[src/design/melody_note_sequencer_assert.svh]
// ---------------------------------------------------------------------------
// Melody note sequencer assertion macros
// Shared concurrent assertion forms, clocked on clk and disabled in reset.
// ---------------------------------------------------------------------------
`ifndef MELODY_NOTE_SEQUENCER_ASSERT_SVH
`define MELODY_NOTE_SEQUENCER_ASSERT_SVH

// Same-cycle implication.
`define MNS_ASSERT_NOW(label, ante, cons, msg) \
    label: assert property (@(posedge clk) disable iff (!rst_n) (ante) |-> (cons)) \
        else $error(msg);

// Next-cycle implication.
`define MNS_ASSERT_NEXT(label, ante, cons, msg) \
    label: assert property (@(posedge clk) disable iff (!rst_n) (ante) |=> (cons)) \
        else $error(msg);

`endif

[src/design/mns_pkg.sv]
// ---------------------------------------------------------------------------
// Melody note sequencer package
// Request and player codes, and the transaction and table entry types.
// ---------------------------------------------------------------------------
package mns_pkg;

    localparam logic [2:0] REQ_TICK   = 3'd0;
    localparam logic [2:0] REQ_LOAD   = 3'd1;
    localparam logic [2:0] REQ_START  = 3'd2;
    localparam logic [2:0] REQ_PAUSE  = 3'd3;
    localparam logic [2:0] REQ_RESUME = 3'd4;
    localparam logic [2:0] REQ_MUTE   = 3'd5;
    localparam logic [2:0] REQ_UNMUTE = 3'd6;

    localparam logic [1:0] MODE_IDLE    = 2'd0;
    localparam logic [1:0] MODE_ACTIVE  = 2'd1;
    localparam logic [1:0] MODE_PLAYING = 2'd2;
    localparam logic [1:0] MODE_PAUSED  = 2'd3;

    typedef struct packed {
        logic [2:0]  req_type;
        logic [31:0] now_ms;
        logic [5:0]  note_index;
        logic [15:0] note_freq;
        logic [31:0] note_dur;
        logic [6:0]  note_count;
    } req_t;

    typedef struct packed {
        logic [15:0] tone_freq;
        logic [1:0]  player_state;
        logic        is_muted;
        logic [6:0]  current_note;
    } rsp_t;

    typedef struct packed {
        logic [15:0] freq;
        logic [31:0] dur;
    } note_entry_t;

endpackage

[src/design/melody_note_sequencer.sv]
// ---------------------------------------------------------------------------
// Melody note sequencer
// Plays a melody from a note table of frequencies and durations.
// ---------------------------------------------------------------------------
// One request transaction is taken in every cycle while req_stall is low; its
// response is registered in the output buffer, one response per request.
// The note table is a single-port-write memory with a registered read; the
// entry at the next note position is read at each clock edge, so a tick
// always sees the entry for the current note. A two-deep output buffer keeps
// requests flowing while a response waits; req_stall rises only when both
// entries are held. Table entries read before they are loaded are undefined.
// ---------------------------------------------------------------------------
module melody_note_sequencer #(
    parameter int MAX_NOTES = 64
) (
    input  logic          clk,
    input  logic          rst_n,
    input  logic          req_valid,
    output logic          req_stall,
    input  mns_pkg::req_t req,
    output logic          rsp_valid,
    input  logic          rsp_stall,
    output mns_pkg::rsp_t rsp
);

    localparam int AW = (MAX_NOTES > 1) ? $clog2(MAX_NOTES) : 1;

    logic                 accept;
    logic                 buf_full;
    logic                 wr_en;
    logic [AW-1:0]        wr_addr;
    logic [AW-1:0]        rd_addr;
    mns_pkg::note_entry_t wr_entry;
    mns_pkg::note_entry_t rd_entry;
    mns_pkg::rsp_t        result;

    assign req_stall = buf_full;
    assign accept    = req_valid && !buf_full;

    mns_note_mem #(
        .DEPTH (MAX_NOTES),
        .AW    (AW)
    ) u_note_mem (
        .clk      (clk),
        .wr_en    (wr_en),
        .wr_addr  (wr_addr),
        .wr_entry (wr_entry),
        .rd_addr  (rd_addr),
        .rd_entry (rd_entry)
    );

    mns_ctrl #(
        .MAX_NOTES (MAX_NOTES),
        .AW        (AW)
    ) u_ctrl (
        .clk      (clk),
        .rst_n    (rst_n),
        .accept   (accept),
        .req      (req),
        .rd_entry (rd_entry),
        .rd_addr  (rd_addr),
        .wr_en    (wr_en),
        .wr_addr  (wr_addr),
        .wr_entry (wr_entry),
        .result   (result)
    );

    mns_out_buf u_out_buf (
        .clk       (clk),
        .rst_n     (rst_n),
        .push      (accept),
        .push_data (result),
        .full      (buf_full),
        .valid     (rsp_valid),
        .stall     (rsp_stall),
        .data      (rsp)
    );

`include "melody_note_sequencer_assert.svh"

    `MNS_ASSERT_NOW(a_stall_needs_rsp, req_stall, rsp_valid, "stall raised with no response held")
    `MNS_ASSERT_NEXT(a_accept_fills, accept && !rsp_valid, rsp_valid, "accepted request lost")
    `MNS_ASSERT_NOW(a_quiet_when_stopped, rsp_valid && ((rsp.player_state == mns_pkg::MODE_IDLE) || (rsp.player_state == mns_pkg::MODE_PAUSED)), rsp.tone_freq == 16'd0, "tone driven while idle or paused")

endmodule

[src/design/mns_note_mem.sv]
// ---------------------------------------------------------------------------
// Note table memory
// One write port and one registered read port; a write to the address being
// read in the same cycle is forwarded to the read data.
// ---------------------------------------------------------------------------
module mns_note_mem #(
    parameter int DEPTH = 64,
    parameter int AW    = 6
) (
    input  logic                clk,
    input  logic                wr_en,
    input  logic [AW-1:0]       wr_addr,
    input  mns_pkg::note_entry_t wr_entry,
    input  logic [AW-1:0]       rd_addr,
    output mns_pkg::note_entry_t rd_entry
);

    mns_pkg::note_entry_t mem [DEPTH];
    mns_pkg::note_entry_t rd_entry_reg;

    always_ff @(posedge clk)
    begin
        if (wr_en)
        begin
            mem[wr_addr] <= wr_entry;
        end
    end

    always_ff @(posedge clk)
    begin
        if (wr_en && (wr_addr == rd_addr))
        begin
            rd_entry_reg <= wr_entry;
        end
        else
        begin
            rd_entry_reg <= mem[rd_addr];
        end
    end

    assign rd_entry = rd_entry_reg;

endmodule

[src/design/mns_ctrl.sv]
// ---------------------------------------------------------------------------
// Melody note sequencer control
// Player state machine and note position; applies one accepted request
// transaction per cycle and presents the resulting player status.
// ---------------------------------------------------------------------------
module mns_ctrl #(
    parameter int MAX_NOTES = 64,
    parameter int AW        = 6
) (
    input  logic                 clk,
    input  logic                 rst_n,
    input  logic                 accept,
    input  mns_pkg::req_t        req,
    input  mns_pkg::note_entry_t rd_entry,
    output logic [AW-1:0]        rd_addr,
    output logic                 wr_en,
    output logic [AW-1:0]        wr_addr,
    output mns_pkg::note_entry_t wr_entry,
    output mns_pkg::rsp_t        result
);

    logic [1:0]  mode_reg,   mode_next;
    logic        loaded_reg, loaded_next;
    logic [6:0]  length_reg, length_next;
    logic [6:0]  pos_reg,    pos_next;
    logic [31:0] start_reg,  start_next;
    logic [15:0] freq_reg,   freq_next;
    logic        muted_reg,  muted_next;

    logic [31:0] elapsed;
    logic [6:0]  count_sat;
    logic        pos_done;

    assign elapsed   = req.now_ms - start_reg;
    assign count_sat = (32'(req.note_count) > 32'(MAX_NOTES)) ?
                       7'(MAX_NOTES) : req.note_count;
    assign pos_done  = (pos_reg >= length_reg);

    always_comb
    begin
        mode_next   = mode_reg;
        loaded_next = loaded_reg;
        length_next = length_reg;
        pos_next    = pos_reg;
        start_next  = start_reg;
        freq_next   = freq_reg;
        muted_next  = muted_reg;
        wr_en       = 1'b0;
        if (accept)
        begin
            unique case (req.req_type)
                mns_pkg::REQ_TICK:
                begin
                    if (!muted_reg)
                    begin
                        unique case (mode_reg)
                            mns_pkg::MODE_IDLE:
                            begin
                                if (loaded_reg)
                                begin
                                    mode_next = mns_pkg::MODE_ACTIVE;
                                end
                            end
                            mns_pkg::MODE_ACTIVE:
                            begin
                                if (pos_done)
                                begin
                                    mode_next   = mns_pkg::MODE_IDLE;
                                    loaded_next = 1'b0;
                                    pos_next    = '0;
                                    freq_next   = '0;
                                end
                                else
                                begin
                                    freq_next  = rd_entry.freq;
                                    start_next = req.now_ms;
                                    mode_next  = mns_pkg::MODE_PLAYING;
                                end
                            end
                            mns_pkg::MODE_PLAYING:
                            begin
                                if (pos_done)
                                begin
                                    freq_next = '0;
                                    mode_next = mns_pkg::MODE_ACTIVE;
                                end
                                else if (elapsed >= rd_entry.dur)
                                begin
                                    freq_next = '0;
                                    mode_next = mns_pkg::MODE_ACTIVE;
                                    pos_next  = pos_reg + 7'd1;
                                end
                            end
                            default:
                            begin
                            end
                        endcase
                    end
                end
                mns_pkg::REQ_LOAD:
                begin
                    wr_en = (32'(req.note_index) < 32'(MAX_NOTES));
                end
                mns_pkg::REQ_START:
                begin
                    mode_next   = mns_pkg::MODE_IDLE;
                    loaded_next = 1'b1;
                    pos_next    = '0;
                    freq_next   = '0;
                    length_next = count_sat;
                end
                mns_pkg::REQ_PAUSE:
                begin
                    freq_next = '0;
                    mode_next = mns_pkg::MODE_PAUSED;
                end
                mns_pkg::REQ_RESUME:
                begin
                    mode_next = loaded_reg ? mns_pkg::MODE_PLAYING : mns_pkg::MODE_IDLE;
                end
                mns_pkg::REQ_MUTE:
                begin
                    muted_next = 1'b1;
                end
                mns_pkg::REQ_UNMUTE:
                begin
                    muted_next = 1'b0;
                end
                default:
                begin
                end
            endcase
        end
    end

    always_ff @(posedge clk or negedge rst_n)
    begin
        if (!rst_n)
        begin
            mode_reg   <= mns_pkg::MODE_IDLE;
            loaded_reg <= 1'b0;
            length_reg <= '0;
            pos_reg    <= '0;
            start_reg  <= '0;
            freq_reg   <= '0;
            muted_reg  <= 1'b0;
        end
        else
        begin
            mode_reg   <= mode_next;
            loaded_reg <= loaded_next;
            length_reg <= length_next;
            pos_reg    <= pos_next;
            start_reg  <= start_next;
            freq_reg   <= freq_next;
            muted_reg  <= muted_next;
        end
    end

    assign rd_addr       = AW'(32'(pos_next));
    assign wr_addr       = AW'(32'(req.note_index));
    assign wr_entry.freq = req.note_freq;
    assign wr_entry.dur  = req.note_dur;

    assign result.tone_freq    = freq_next;
    assign result.player_state = mode_next;
    assign result.is_muted     = muted_next;
    assign result.current_note = pos_next;

endmodule

[src/design/mns_out_buf.sv]
// ---------------------------------------------------------------------------
// Result output buffer
// Output register with a skid stage, so that a new request transaction is
// taken while a finished result is still waiting downstream.
// ---------------------------------------------------------------------------
module mns_out_buf (
    input  logic          clk,
    input  logic          rst_n,
    input  logic          push,
    input  mns_pkg::rsp_t push_data,
    output logic          full,
    output logic          valid,
    input  logic          stall,
    output mns_pkg::rsp_t data
);

    logic          out_valid_reg;
    logic          skid_valid_reg;
    mns_pkg::rsp_t out_data_reg;
    mns_pkg::rsp_t skid_data_reg;
    logic          pop;

    assign pop = out_valid_reg && !stall;

    always_ff @(posedge clk or negedge rst_n)
    begin
        if (!rst_n)
        begin
            out_valid_reg  <= 1'b0;
            skid_valid_reg <= 1'b0;
        end
        else
        begin
            priority if (skid_valid_reg)
            begin
                if (pop)
                begin
                    skid_valid_reg <= 1'b0;
                end
            end
            else if (push)
            begin
                if (out_valid_reg && !pop)
                begin
                    skid_valid_reg <= 1'b1;
                end
                else
                begin
                    out_valid_reg <= 1'b1;
                end
            end
            else if (pop)
            begin
                out_valid_reg <= 1'b0;
            end
        end
    end

    always_ff @(posedge clk)
    begin
        priority if (skid_valid_reg)
        begin
            if (pop)
            begin
                out_data_reg <= skid_data_reg;
            end
        end
        else if (push)
        begin
            if (out_valid_reg && !pop)
            begin
                skid_data_reg <= push_data;
            end
            else
            begin
                out_data_reg <= push_data;
            end
        end
    end

    assign full  = skid_valid_reg;
    assign valid = out_valid_reg;
    assign data  = out_data_reg;

endmodule
[config.mk]
export PLATFORM = sky130hd
export DESIGN_NAME = melody_note_sequencer
export DESIGN_NICKNAME = d
export VERILOG_FILES = /design/src/design/mns_pkg.sv /design/src/design/melody_note_sequencer.sv /design/src/design/mns_note_mem.sv /design/src/design/mns_ctrl.sv /design/src/design/mns_out_buf.sv
export VERILOG_INCLUDE_DIRS = /design/src /design/src/design
export SDC_FILE = /design/constraint.sdc
export NUM_CORES = 2
export LEC_CHECK = 0
export BUFFER_PORTS_ARGS = -buffer_cell sky130_fd_sc_hd__buf_2
export CAP_MARGIN = 40
export CORE_UTILIZATION = 45
export CTS_BUF_LIST = sky130_fd_sc_hd__clkbuf_2 sky130_fd_sc_hd__clkbuf_4 sky130_fd_sc_hd__clkbuf_8
export CTS_CLUSTER_DIAMETER = 150
export DETAILED_ROUTE_END_ITERATION = 8
export GPL_TIMING_DRIVEN = 0
export PLACE_DENSITY_LB_ADDON = 0.08
export SLEW_MARGIN = 20
export SYNTH_ARGS = -nofsm -noshare
export SYNTH_HDL_FRONTEND = slang
export SYNTH_SLANG_ARGS = --single-unit
[constraint.sdc]
create_clock -name clk -period 17.34 [get_ports clk]
set_clock_uncertainty 0.15 [all_clocks]
set_input_delay 3.468 -clock clk [delete_from_list [all_inputs] [get_ports clk]]
set_output_delay 3.468 -clock clk [all_outputs]
set_load 0.05 [all_outputs]
==> impl_metrics.yaml <==
run_status:
  status: "finished, final reports clean"
floorplan:
  die_h_um: 527
  core_um2: 274000
  die_w_um: 527
  die-area_um2: 278000
  num_rows: 192
  start_util: 0.453
  num_io_pins: 128
power:
  netSwitchingPower_mw: 4.11
  sw_frac_of_total: 0.243
  peakVddDrop_mv: 0.0737
  power.total_mw: 16.9
  cellPowerDensity_nw_per_um2: 115
  p_seq_frac: 0.507
  combPwrFrac: 0.103
  pwr-share-clk: 0.390
  p_leak_nw: 47.2
  internal_power_mw: 12.8
logic_synthesis:
  yosysWarnings: 0
  synth-seq-cells: 3198
  synth.avg_cell_area_um2: 24.0
  synth_cells: 5175
  synth_edf_count: 3124
  ys_types: 63
  synthFlopType: "edfxtp_1"
  synth_area_um2: 124000
  yosysSeqAreaShare: 0.771
  syn_nets: 5351
  async_flop_share: 0.0213
clock_network:
  cts_max_path_buffers: 4
  insertion_delay_ns: 1.19
  path_clk_slew_ns: 0.06
  post_cts_buffers: 0
  cts_made_buffers: 545
  clockRootBuffer: "clkbuf_8"
  cts_tree: "built"
  cts_hold_buf: 0
  cts.sinks: 3198
  ctsHtreeMaxLevel: 6
  cts_resized: 0
setup_path:
  slowest_stage: "a2111oi_0"
  end_kind: "register"
  path_buf_inv: 5
  cp_max_fo: 10
  critical-path-top-delay-family: "compound AO/OA/AOI/OAI gates"
  cp-start-kind: "primary input"
  setup.worst_path.class: "primary input to register"
  cp_slowest_stage_delay_ns: 0.77
  cp.arrival_ns: 9.90
  worstPathRequired_ns: 18.08
global_route:
  grt_pass1_wl_mm: 494
  grt.overflow.total: 0
  grt_usage: 0.257
  antenna_found_initial: 22
  grt_pass1_vias: 62900
  grt_max_degree: 65
route:
  antenna_left: 0
  vias_per_cell: 5.98
  drtIter0Drc: 7088
  drc_errors: 0
  finalWirelength_mm: 355
  avgRoutedWirePerCell_um: 34.9
  firstDrtPassIters: 6
  wl_met1_mm: 147
  met2_length_mm: 176
  dr_wl_met3_mm: 23.3
  num_vias: 61000
  top_layer: "met5"
sta:
  fmax_mhz: 109
  fin_crit_sh: 0.528
  final.setup.tns_ns: 0
  hold_violations: 0
  finalSetupViolCount: 0
  report.final.slew_viol_count: 0
  maxSlewHeadroom: 0.400
  tightest_slew_ns: 0.901
  period_needed_ns: 9.16
  rsz0062_at_grt: "no"
finish:
  fill_cells: 20900
  finalInstanceArea_um2: 147000
  drive_gt1_frac: 0.389
  fin_nets: 6376
  syn2layout_area_growth_pct: 18.5
  largest_reg_flops: 3072
  instances_no_fill: 10200
  layout_common_cells: "edfxtp_1 (3124), mux4_2 (997), clkbuf_8 (559)"
  mostFrequentLayoutCell: "edfxtp_1"
placement:
  port_buffers: 122
  dp_hpwl_mm: 245
  placed_area_um2: 136000
  place_inst: 9222
  place_congestion: 0.790
min_path:
  holdCritPathClass: "register to register"
run:
  cap_violations: 0
[worst paths after layout]
| path | from | endpoint | slack, ns | cells after the start |
|---|---|---|---|---|
| max in group asynchronous | rst_n | u_ctrl.start_reg[27]$_DFFE_PN0P_ | 14.23 | 2 |
| min in group asynchronous | rst_n | u_ctrl.freq_reg[11]$_DFF_PN0_ | 2.07 | 1 |
| hold / removal | u_ctrl.length_reg[1]$_DFFE_PN0P_ | u_ctrl.length_reg[1]$_DFFE_PN0P_ | 0.35 | 2 |
| hold reg to reg | u_ctrl.length_reg[1]$_DFFE_PN0P_ | u_ctrl.length_reg[1]$_DFFE_PN0P_ | 0.35 | 2 |
| setup reg to reg | register | u_out_buf.data[17]$_DFFE_PP_ | 8.28 | 23 |
| setup / recovery | req[61] | u_out_buf.data[17]$_DFFE_PP_ | 8.18 | 25 |
[layout make-up]
cell class / count / area (µm²) / share of cell area
Sequential cell: 3198 / 95600 / 0.650
Buffer: 250 / 1120 / 0.00762
Timing Repair Buffer: 478 / 7510 / 0.0511
Tap cell: 3589 / 4490 / 0.0305
Multi-Input combinational cell: 1643 / 27600 / 0.188
Antenna cell: 9 / 22.5 / 0.000153
Clock inverter: 183 / 1180 / 0.00805
Inverter: 84 / 315 / 0.00214
Clock buffer: 763 / 9230 / 0.0627
[kinds of logic (layout without fill, tap and decap cells)]
kind of cell | Yosys count | after routing | synth area share
mux | 1073 | 1073 | 0.188
other cells | 0 | 9 | 0
flops | 3198 | 3198 | 0.771
compound gates | 207 | 207 | 0.0110
simple gates | 261 | 261 | 0.00994
buf+inv | 334 | 1758 | 0.0112
fa+ha+maj | 76 | 76 | 0.00772
xor+xnor | 26 | 26 | 0.00184
[through the flow]
| step | setup slack (ns) | util | hold WS (ns) |
|---|---|---|---|
| 3_3_place_gp | 4.96 | 0.472 | 0.325 |
| 5_1_grt | 7.70 | 0.537 | 0.366 |
| 3_5_place_dp | 6.89 | 0.498 | 0.338 |
| 2_1_floorplan | 8.47 | - | 0.300 |
| 6_report | 8.18 | 0.537 | 0.348 |
| 4_1_cts | 8.12 | 0.536 | 0.349 |
[worst min-delay path, cell delays in order, from the launching register on]
cell and delay, ns:
dfrtp_1 0.35, nand2_1 0.05, o21ai_0 0.06
[metal layers]
layer,vias to the layer above,global-route usage
li1,24400,-
met5,-,0
met2,2497,0.422
met4,4,0.0765
met1,33500,0.356
met3,530,0.0414
[cell usage after synthesis (4+ instances only)]
| library cell | instances | share of area |
|---|---|---|
| buf_1 | 60 | 0.0018 |
| ha_1 | 75 | 0.0076 |
| dfxtp_1 | 6 | 0.00097 |
| xor2_1 | 10 | 0.00071 |
| nand3_1 | 16 | 0.00065 |
| inv_1 | 83 | 0.0025 |
| nand4_1 | 10 | 0.00050 |
| o31ai_1 | 13 | 0.00079 |
| and3_1 | 7 | 0.00035 |
| a211oi_1 | 9 | 0.00054 |
| nand3b_1 | 5 | 0.00030 |
| mux4_2 | 997 | 0.18 |
| mux2i_1 | 14 | 0.0011 |
| o211ai_1 | 4 | 0.00024 |
| nand2_1 | 51 | 0.0015 |
| a21o_1 | 41 | 0.0025 |
| buf_4 | 7 | 0.00042 |
| xnor2_1 | 16 | 0.0011 |
| o21ai_0 | 34 | 0.0014 |
| nor2b_1 | 23 | 0.0012 |
| mux2_2 | 62 | 0.0056 |
| nor3_1 | 6 | 0.00024 |
| nor2_1 | 108 | 0.0033 |
| buf_2 | 66 | 0.0027 |
| clkbuf_1 | 114 | 0.0034 |
| and2_1 | 5 | 0.00025 |
| nand2b_1 | 13 | 0.00066 |
| o21a_1 | 7 | 0.00042 |
| o41ai_1 | 4 | 0.00028 |
| a21oi_1 | 57 | 0.0023 |
| edfxtp_1 | 3124 | 0.76 |
| dfrtp_1 | 68 | 0.014 |
| a31oi_1 | 11 | 0.00055 |
[power groups by stage]
stage / registers (mW) / clock network, mW / logic [mW]
2_1_floorplan: 8.83 / 0 / 0.966
3_3_place_gp: 8.75 / 0 / 1.68
3_5_place_dp: 8.74 / 0 / 1.77
4_1_cts: 8.58 / 6.72 / 1.77
5_1_grt: 8.58 / 7.04 / 1.85
6_report: 8.58 / 6.59 / 1.75
Note: power is estimated with default switching activity, not from simulation.
